**config.mk**
```make
export PLATFORM = sky130hd
export DESIGN_NAME = timed_task_table_core
export DESIGN_NICKNAME = d
export VERILOG_FILES = /design/src/ttt_pkg.sv /design/src/ttt_ram.sv /design/src/timed_task_table_core.sv
export SDC_FILE = /design/constraint.sdc
export NUM_CORES = 2
export LEC_CHECK = 0
export ABC_AREA = 0
export BUFFER_PORTS_ARGS = -buffer_cell sky130_fd_sc_hd__buf_2
export CAP_MARGIN = 0
export CORE_MARGIN = 4
export CORE_UTILIZATION = 40
export CTS_BUF_LIST = sky130_fd_sc_hd__clkbuf_8
export DETAILED_ROUTE_END_ITERATION = 7
export PLACE_DENSITY = 0.63
export SYNTH_ARGS = -nofsm -noshare
export SYNTH_HDL_FRONTEND = slang
export SYNTH_HIERARCHICAL = 1
export SYNTH_SLANG_ARGS = --single-unit
export TNS_END_PERCENT = 30
```
**constraint.sdc**
```tcl
create_clock -name aclk -period 6.9 [get_ports aclk]
set_input_delay 0.345 -clock aclk [delete_from_list [all_inputs] [get_ports aclk]]
set_output_delay 0.345 -clock aclk [all_outputs]
set_load 0.05 [all_outputs]
```
**src/ttt_pkg.sv**
```systemverilog
// ----------------------------------------------------------------------------
// ttt_pkg
// Shared types, constants and result codes of the timed task table.
// ----------------------------------------------------------------------------
package ttt_pkg;

    localparam int TABLE_DEPTH = 32;
    localparam int MAX_FIRE    = 32;
    localparam int SLOT_W      = (TABLE_DEPTH > 1) ? $clog2(TABLE_DEPTH) : 1;
    localparam int SCAN_W      = $clog2(TABLE_DEPTH + 1);
    localparam int FIRE_CNT_W  = $clog2(MAX_FIRE + 1);

    localparam int TAG_W       = 16;
    localparam int TIME_W      = 32;
    localparam int INTERVAL_W  = 16;
    localparam int KIND_W      = 2;
    localparam int SLOT_IDX_W  = 5;

    localparam int S_TDATA_W   = 96;
    localparam int M_TDATA_W   = 24;

    localparam logic [KIND_W-1:0] KIND_ADDED = 2'd0;
    localparam logic [KIND_W-1:0] KIND_FULL  = 2'd1;
    localparam logic [KIND_W-1:0] KIND_FIRED = 2'd2;
    localparam logic [KIND_W-1:0] KIND_NONE  = 2'd3;

    localparam logic MODE_ADD  = 1'b0;
    localparam logic MODE_TICK = 1'b1;

    typedef struct packed {
        logic [INTERVAL_W-1:0] interval;
        logic [TIME_W-1:0]     due;
        logic [TAG_W-1:0]      tag;
    } entry_t;

    localparam int ENTRY_W = $bits(entry_t);

endpackage

```
**src/ttt_ram.sv**
```systemverilog
// ----------------------------------------------------------------------------
// ttt_ram
// Generic simple dual-port RAM, one write port, one registered read port.
// ----------------------------------------------------------------------------
module ttt_ram #(
    parameter int WIDTH = 8,
    parameter int DEPTH = 16
) (
    input  logic                     aclk,
    input  logic                     wr_en,
    input  logic [$clog2(DEPTH)-1:0] wr_addr,
    input  logic [WIDTH-1:0]         wr_data,
    input  logic                     rd_en,
    input  logic [$clog2(DEPTH)-1:0] rd_addr,
    output logic [WIDTH-1:0]         rd_data
);

    logic [WIDTH-1:0] mem [DEPTH];

    always_ff @(posedge aclk) begin
        if (wr_en) begin
            mem[wr_addr] <= wr_data;
        end
        if (rd_en) begin
            rd_data <= mem[rd_addr];
        end
    end

endmodule

```
**src/timed_task_table_core.sv**
```systemverilog
// ----------------------------------------------------------------------------
// timed_task_table_core
// Table of timed tasks: add stores a task in the lowest free slot, a tick
// scans the table from slot 0 and fires, re-arms or frees every due entry.
//
//   channel  dir  tdata                                   tuser        tlast
//   s_       in   tag, due_time, repeat_interval, now     mode         -
//   m_       out  slot_index, fired_tag                   result_kind  last_result
//
// A tick reads the slots in turn through the single read port of the entry
// RAM, one slot read per cycle while no stalled m_ side holds the scan.
// A disabled tick skips the scan and reports only the final result.
// Reset clears the valid bits and the state; RAM contents need no clearing.
// A stalled m_ side holds the scan at a fire that must emit a result; the s_ side takes no transfer mid-tick.
// ----------------------------------------------------------------------------
module timed_task_table_core (
    input  logic                            aclk,
    input  logic                            aresetn,
    input  logic                            cfg_wr_en,
    input  logic                            cfg_wr_data,
    input  logic                            s_tvalid,
    output logic                            s_tready,
    // task_tag[15:0], due_time[47:16], repeat_interval[63:48], current_time[95:64]
    input  logic [ttt_pkg::S_TDATA_W-1:0]   s_tdata,
    // mode
    input  logic                            s_tuser,
    output logic                            m_tvalid,
    input  logic                            m_tready,
    // slot_index[4:0], fired_tag[20:5], zero[23:21]
    output logic [ttt_pkg::M_TDATA_W-1:0]   m_tdata,
    // result_kind
    output logic [ttt_pkg::KIND_W-1:0]      m_tuser,
    output logic                            m_tlast
);

    localparam logic [1:0] ST_IDLE = 2'd0;
    localparam logic [1:0] ST_SCAN = 2'd1;
    localparam logic [1:0] ST_FIN  = 2'd2;

    logic [1:0]                        state_reg, state_next;
    logic                              enable_reg;
    logic [ttt_pkg::TABLE_DEPTH-1:0]   valid_reg, valid_next;
    logic [ttt_pkg::SCAN_W-1:0]        scan_idx_reg, scan_idx_next;
    logic                              eval_valid_reg, eval_valid_next;
    logic [ttt_pkg::SLOT_W-1:0]        eval_slot_reg, eval_slot_next;
    logic [ttt_pkg::TIME_W-1:0]        now_reg, now_next;
    logic [ttt_pkg::FIRE_CNT_W-1:0]    fire_cnt_reg, fire_cnt_next;
    logic                              pend_valid_reg, pend_valid_next;
    logic [ttt_pkg::SLOT_IDX_W-1:0]    pend_slot_reg, pend_slot_next;
    logic [ttt_pkg::TAG_W-1:0]         pend_tag_reg, pend_tag_next;

    logic                              out_valid_reg, out_valid_next;
    logic [ttt_pkg::KIND_W-1:0]        out_kind_reg, out_kind_next;
    logic [ttt_pkg::SLOT_IDX_W-1:0]    out_slot_reg, out_slot_next;
    logic [ttt_pkg::TAG_W-1:0]         out_tag_reg, out_tag_next;
    logic                              out_last_reg, out_last_next;

    logic                              ram_wr_en;
    logic [ttt_pkg::SLOT_W-1:0]        ram_wr_addr;
    ttt_pkg::entry_t                   ram_wr_data;
    logic                              ram_rd_en;
    logic [ttt_pkg::SLOT_W-1:0]        ram_rd_addr;
    logic [ttt_pkg::ENTRY_W-1:0]       ram_rd_raw;
    ttt_pkg::entry_t                   rd_entry;

    logic                              out_free;
    logic                              in_xfer;
    logic                              table_full;
    logic [ttt_pkg::SLOT_W-1:0]        free_slot;
    logic                              fire;
    logic                              advance;

    logic [ttt_pkg::TAG_W-1:0]         in_tag;
    logic [ttt_pkg::TIME_W-1:0]        in_due;
    logic [ttt_pkg::INTERVAL_W-1:0]    in_interval;
    logic [ttt_pkg::TIME_W-1:0]        in_now;

    assign in_tag      = s_tdata[15:0];
    assign in_due      = s_tdata[47:16];
    assign in_interval = s_tdata[63:48];
    assign in_now      = s_tdata[95:64];

    assign out_free = !out_valid_reg || m_tready;
    assign s_tready = (state_reg == ST_IDLE) && out_free;
    assign in_xfer  = s_tvalid && s_tready;

    assign rd_entry = ttt_pkg::entry_t'(ram_rd_raw);

    always_comb begin
        table_full = 1'b1;
        free_slot  = '0;
        for (int i = ttt_pkg::TABLE_DEPTH - 1; i >= 0; i--) begin
            if (!valid_reg[i]) begin
                table_full = 1'b0;
                free_slot  = ttt_pkg::SLOT_W'(i);
            end
        end
    end

    assign fire = eval_valid_reg && valid_reg[eval_slot_reg]
                  && (rd_entry.due <= now_reg)
                  && (fire_cnt_reg < ttt_pkg::FIRE_CNT_W'(ttt_pkg::MAX_FIRE));
    assign advance = !(fire && pend_valid_reg && !out_free);

    always_comb begin
        state_next      = state_reg;
        valid_next      = valid_reg;
        scan_idx_next   = scan_idx_reg;
        eval_valid_next = eval_valid_reg;
        eval_slot_next  = eval_slot_reg;
        now_next        = now_reg;
        fire_cnt_next   = fire_cnt_reg;
        pend_valid_next = pend_valid_reg;
        pend_slot_next  = pend_slot_reg;
        pend_tag_next   = pend_tag_reg;

        out_valid_next  = out_valid_reg && !m_tready;
        out_kind_next   = out_kind_reg;
        out_slot_next   = out_slot_reg;
        out_tag_next    = out_tag_reg;
        out_last_next   = out_last_reg;

        ram_wr_en       = 1'b0;
        ram_wr_addr     = free_slot;
        ram_wr_data     = '{interval: in_interval, due: in_due, tag: in_tag};
        ram_rd_en       = 1'b0;
        ram_rd_addr     = scan_idx_reg[ttt_pkg::SLOT_W-1:0];

        case (state_reg)
            ST_IDLE: begin
                if (in_xfer) begin
                    if (s_tuser == ttt_pkg::MODE_ADD) begin
                        out_valid_next = 1'b1;
                        out_tag_next   = '0;
                        out_last_next  = 1'b1;
                        if (table_full) begin
                            out_kind_next = ttt_pkg::KIND_FULL;
                            out_slot_next = '0;
                        end else begin
                            out_kind_next         = ttt_pkg::KIND_ADDED;
                            out_slot_next         = ttt_pkg::SLOT_IDX_W'(free_slot);
                            ram_wr_en             = 1'b1;
                            valid_next[free_slot] = 1'b1;
                        end
                    end else begin
                        now_next        = in_now;
                        scan_idx_next   = '0;
                        eval_valid_next = 1'b0;
                        fire_cnt_next   = '0;
                        pend_valid_next = 1'b0;
                        state_next      = enable_reg ? ST_SCAN : ST_FIN;
                    end
                end
            end
            ST_SCAN: begin
                if (advance) begin
                    if (fire) begin
                        if (pend_valid_reg) begin
                            out_valid_next = 1'b1;
                            out_kind_next  = ttt_pkg::KIND_FIRED;
                            out_slot_next  = pend_slot_reg;
                            out_tag_next   = pend_tag_reg;
                            out_last_next  = 1'b0;
                        end
                        pend_valid_next = 1'b1;
                        pend_slot_next  = ttt_pkg::SLOT_IDX_W'(eval_slot_reg);
                        pend_tag_next   = rd_entry.tag;
                        fire_cnt_next   = fire_cnt_reg + 1'b1;
                        if (rd_entry.interval != '0) begin
                            ram_wr_en   = 1'b1;
                            ram_wr_addr = eval_slot_reg;
                            ram_wr_data = '{interval: rd_entry.interval,
                                            due: now_reg
                                                 + ttt_pkg::TIME_W'(rd_entry.interval),
                                            tag: rd_entry.tag};
                        end else begin
                            valid_next[eval_slot_reg] = 1'b0;
                        end
                    end
                    if (scan_idx_reg < ttt_pkg::SCAN_W'(ttt_pkg::TABLE_DEPTH)) begin
                        ram_rd_en       = 1'b1;
                        eval_valid_next = 1'b1;
                        eval_slot_next  = scan_idx_reg[ttt_pkg::SLOT_W-1:0];
                        scan_idx_next   = scan_idx_reg + 1'b1;
                    end else begin
                        eval_valid_next = 1'b0;
                        if (!eval_valid_reg) begin
                            state_next = ST_FIN;
                        end
                    end
                end
            end
            ST_FIN: begin
                if (out_free) begin
                    out_valid_next = 1'b1;
                    out_last_next  = 1'b1;
                    if (pend_valid_reg) begin
                        out_kind_next = ttt_pkg::KIND_FIRED;
                        out_slot_next = pend_slot_reg;
                        out_tag_next  = pend_tag_reg;
                    end else begin
                        out_kind_next = ttt_pkg::KIND_NONE;
                        out_slot_next = '0;
                        out_tag_next  = '0;
                    end
                    pend_valid_next = 1'b0;
                    state_next      = ST_IDLE;
                end
            end
            default: begin
                state_next = ST_IDLE;
            end
        endcase
    end

    always_ff @(posedge aclk) begin
        if (!aresetn) begin
            state_reg      <= ST_IDLE;
            enable_reg     <= 1'b1;
            valid_reg      <= '0;
            eval_valid_reg <= 1'b0;
            pend_valid_reg <= 1'b0;
            out_valid_reg  <= 1'b0;
            scan_idx_reg   <= '0;
            fire_cnt_reg   <= '0;
        end else begin
            state_reg      <= state_next;
            if (cfg_wr_en) begin
                enable_reg <= cfg_wr_data;
            end
            valid_reg      <= valid_next;
            eval_valid_reg <= eval_valid_next;
            pend_valid_reg <= pend_valid_next;
            out_valid_reg  <= out_valid_next;
            scan_idx_reg   <= scan_idx_next;
            fire_cnt_reg   <= fire_cnt_next;
        end
    end

    always_ff @(posedge aclk) begin
        eval_slot_reg <= eval_slot_next;
        now_reg       <= now_next;
        pend_slot_reg <= pend_slot_next;
        pend_tag_reg  <= pend_tag_next;
        out_kind_reg  <= out_kind_next;
        out_slot_reg  <= out_slot_next;
        out_tag_reg   <= out_tag_next;
        out_last_reg  <= out_last_next;
    end

    ttt_ram #(
        .WIDTH (ttt_pkg::ENTRY_W),
        .DEPTH (ttt_pkg::TABLE_DEPTH)
    ) u_entry_ram (
        .aclk    (aclk),
        .wr_en   (ram_wr_en),
        .wr_addr (ram_wr_addr),
        .wr_data (ram_wr_data),
        .rd_en   (ram_rd_en),
        .rd_addr (ram_rd_addr),
        .rd_data (ram_rd_raw)
    );

    assign m_tvalid = out_valid_reg;
    assign m_tuser  = out_kind_reg;
    assign m_tlast  = out_last_reg;
    assign m_tdata  = {3'b000, out_tag_reg, out_slot_reg};

    a_fire_cnt_bound: assert property (@(posedge aclk) disable iff (!aresetn)
        fire_cnt_reg <= ttt_pkg::FIRE_CNT_W'(ttt_pkg::MAX_FIRE))
        else $error("fire count beyond limit");

    a_idle_drained: assert property (@(posedge aclk) disable iff (!aresetn)
        (state_reg == ST_IDLE) |-> (!eval_valid_reg && !pend_valid_reg))
        else $error("scan pipeline not drained in idle");

    a_no_rw_clash: assert property (@(posedge aclk) disable iff (!aresetn)
        (ram_wr_en && ram_rd_en) |-> (ram_wr_addr != ram_rd_addr))
        else $error("RAM write and read hit the same slot");

    a_add_sets_valid: assert property (@(posedge aclk) disable iff (!aresetn)
        (in_xfer && (s_tuser == ttt_pkg::MODE_ADD) && !table_full)
        |=> valid_reg[$past(free_slot)])
        else $error("added slot not marked valid");

    a_fire_needs_scan: assert property (@(posedge aclk) disable iff (!aresetn)
        fire |-> (state_reg == ST_SCAN))
        else $error("fire outside scan");

endmodule
```
==> out/qor.csv <==
metric,value,unit
crit_arrival,6.37,ns
synth.avg_cell_area,22.1,sq um
top_regs,"u_entry_ram/mem: 2048 flops, u_entry_ram/rd_data: 64 flops",
cap_violations,0,
area_delta_synth_final,15.0,%
grt_pass1_vias,45000,
finalWirelength,238000,um
port_buffers,128,
cts_root_buf,clkbuf_8,
min_path_type,input pin to register,
pin_count,132,
drive_gt1_frac,0.312,
synth_most_common_cell,edfxtp_1,
fp.dieW,477,um
leakage,31.4,nW
ys_seq_area_frac,0.759,
synth.area.top_cells,"edfxtp_1 (75%), mux4_2 (15%), dfxtp_1 (1.1%), mux2_2 (1.1%), ha_1 (0.77%)",
nets,4670,
synth_seq_cells,2244,
synth_top_flop_cell,edfxtp_1,
die_h,477,um
grt-ovfl-total,0,
grt_busiest_layer,met2,
synth-edff-count,2194,
critPathKind,register to register,
critPathMaxFanout,14,
max_freq,176,MHz
drt_iter0_drc,5887,
path_buf_inv,3,
slowest_delay,0.92,ns
wl_per_cell,31.1,um
fill_cells,18100,
cts_setup_buffers,0,
power_density,301,nW/um^2
rsz0062_at_grt,false,
synth.distinct_cells,80,
yosysTopAreaCellShare,0.747,
tns,0,ns
use_met2,0.323,
status,completed,
drc,0,
worst_slew_pin_slew,1.26,ns
syn_area,88200,sq um
setup_viol,0,
worst_setup_path_start_kind,register,
hold_viol_final,0,
hpwl,129000,um
num_vias,44800,
track_usage,0.207,
period_share,0.823,
holdWs,0.116,ns
clock_path_buffers,4,
dieArea,228000,sq um
ctsResizeCount,0,
fp.coreArea,220000,sq um
cts_tree,done,
use_met1,0.299,
grt_max_degree,111,
cp.required,7.59,ns
ys_warn_count,6,
cts_buffers,378,
fin_worst_skew,0.122,ns
path_cells,inv_1 -> ha_1 -> nand3_1 -> o22ai_1 -> nor3_1 -> o41ai_1 -> buf_4 -> a22o_1 -> nor3_4 -> o21ai_0 -> nand3b_1 -> nor2_4 -> buf_4,
cp_slowest_cell,o21ai_0,
ant_nets,0,
antenna_found_initial,12,
vias_per_cell,5.85,
grt_pass1_wl,339000,um
clock-sinks,2244,
synth_top_cell_by_area,edfxtp_1,
syn_inst,3981,
place_congestion,0.827,
clk_pin_slew,0.06,ns
end_kind,register,
async_reset_ff_frac,0,
path_delay_family,compound AO/OA/AOI/OAI gates,
rows,172,
clock_latency,1.10,ns
drtPass1Iterations,7,
yosys-top-cells-count,"edfxtp_1 (2,194), mux4_2 (602), nor2_1 (90)",
grt_util_met3,0.0393,
cp_common_cell,buf_4,
initial_core_util,0.402,
largest_register,u_entry_ram/mem,
vdd_drop_max,0.238,mV
slew_violations,0,
maxSlewHeadroom,0.161,
cts_max_level,5,
fin_crit,5.68,ns
largest_register_ffs,2048,
-- routing by layer --
metal  up-vias  wire [um]
li1      18000          -
met4         2       5970
met1     24100      98600
met3       366      20700
met2      2346     113000
met5         -          8
-- placed cells by master, fill, tap and decap left out, drive strengths merged, types with 6 or more instances in the layout --
cell type | Yosys | routed
a31o | 7 | 7
and3 | 20 | 20
clkinvlp | 0 | 13
o21ai | 46 | 46
nand3 | 32 | 32
nor4 | 12 | 12
buf | 121 | 265
o22ai | 29 | 29
nor2 | 91 | 91
edfxtp | 2194 | 2194
ha | 54 | 54
a311oi | 6 | 6
a21oi | 60 | 60
xnor2 | 27 | 27
o21a | 7 | 7
dlygate4sd3 | 0 | 78
mux2 | 126 | 126
a22o | 7 | 7
nand4 | 18 | 18
mux2i | 53 | 53
nor3 | 20 | 20
bufinv | 0 | 18
nand2b | 7 | 7
a32o | 10 | 10
nor2b | 14 | 14
clkbuf | 73 | 384
a221oi | 15 | 15
a31oi | 15 | 15
o211ai | 8 | 8
and2 | 23 | 23
nand3b | 10 | 10
mux4 | 602 | 602
clkinv | 0 | 125
dfxtp | 50 | 50
nand2 | 73 | 73
inv | 66 | 178
-- path summary, 6_finish.rpt --
| path | from | to | slack (ns) | cells past startpoint |
|---|---|---|---|---|
| worst max-delay path | now_reg[19] | u_entry_ram/mem[25][47] | 1.22 | 13 |
| worst min-delay path | s_tdata[16] | u_entry_ram/mem[5][16] | 0.12 | 3 |
| worst max register to register | now_reg[19] | u_entry_ram/mem[25][47] | 1.22 | 13 |
| worst min register to register | u_entry_ram/rd_data[0] | pend_tag_reg[0] | 0.46 | 0 |
-- stage by stage --
stage	setup WS [ns]	std cells	power [mW]	cell area [sq um]	util
2_1_floorplan	0.310	3983	18.4	88200	-
3_3_place_gp	1.47	6925	19.7	93700	0.427
3_5_place_dp	1.41	6925	19.7	93700	0.427
4_1_cts	1.35	7655	30.8	101000	0.462
5_1_grt	0.959	7659	31.7	101000	0.462
6_report	1.22	7660	30.5	101000	0.462
-- worst register-to-register path: stages, from the launching register on --
cell and delay [ns]:
edfxtp_1 0.42, inv_1 0.07, ha_1 0.30, nand3_1 0.10
o22ai_1 0.19, nor3_1 0.06, o41ai_1 0.41, buf_4 0.22
a22o_1 0.74, nor3_4 0.21, o21ai_0 0.92, nand3b_1 0.51
nor2_4 0.75, buf_4 0.42
-- report_power, final --
group          internal (mW)  switching (mW)
combinational           1.53            2.25
clock                   5.83            5.20
sequential              15.4           0.265
-- logic make-up after synthesis --
| kind of cell | share of synthesized area |
|---|---|
| AND/OR/NAND/NOR | 0.0206 |
| flip-flops | 0.759 |
| multiplexers | 0.176 |
| other | 0.0000425 |
| XOR/XNOR | 0.00298 |
| adder cells (fa/ha/maj) | 0.00789 |
| AO/OA/AOI/OAI | 0.0206 |
| buffers and inverters | 0.0133 |
-- what timing repair did --
item / in CTS / in global routing
hold endpoints to repair: 626 / 0
endpoints found under the setup margin: 0 / 0
hold buffers: 78 / 0
-- layout make-up --
cell class | count | area (sq um) | area share
Multi-Input combinational cell | 1479 | 20500 | 0.202
Clock buffer | 384 | 5290 | 0.0521
Inverter | 66 | 248 | 0.00244
Antenna cell | 5 | 12.5 | 0.000123
Sequential cell | 2244 | 66900 | 0.660
Timing Repair Buffer | 343 | 3200 | 0.0316
Tap cell | 2871 | 3590 | 0.0354
Clock inverter | 268 | 1600 | 0.0158
(Power assumes the default switching activity.)
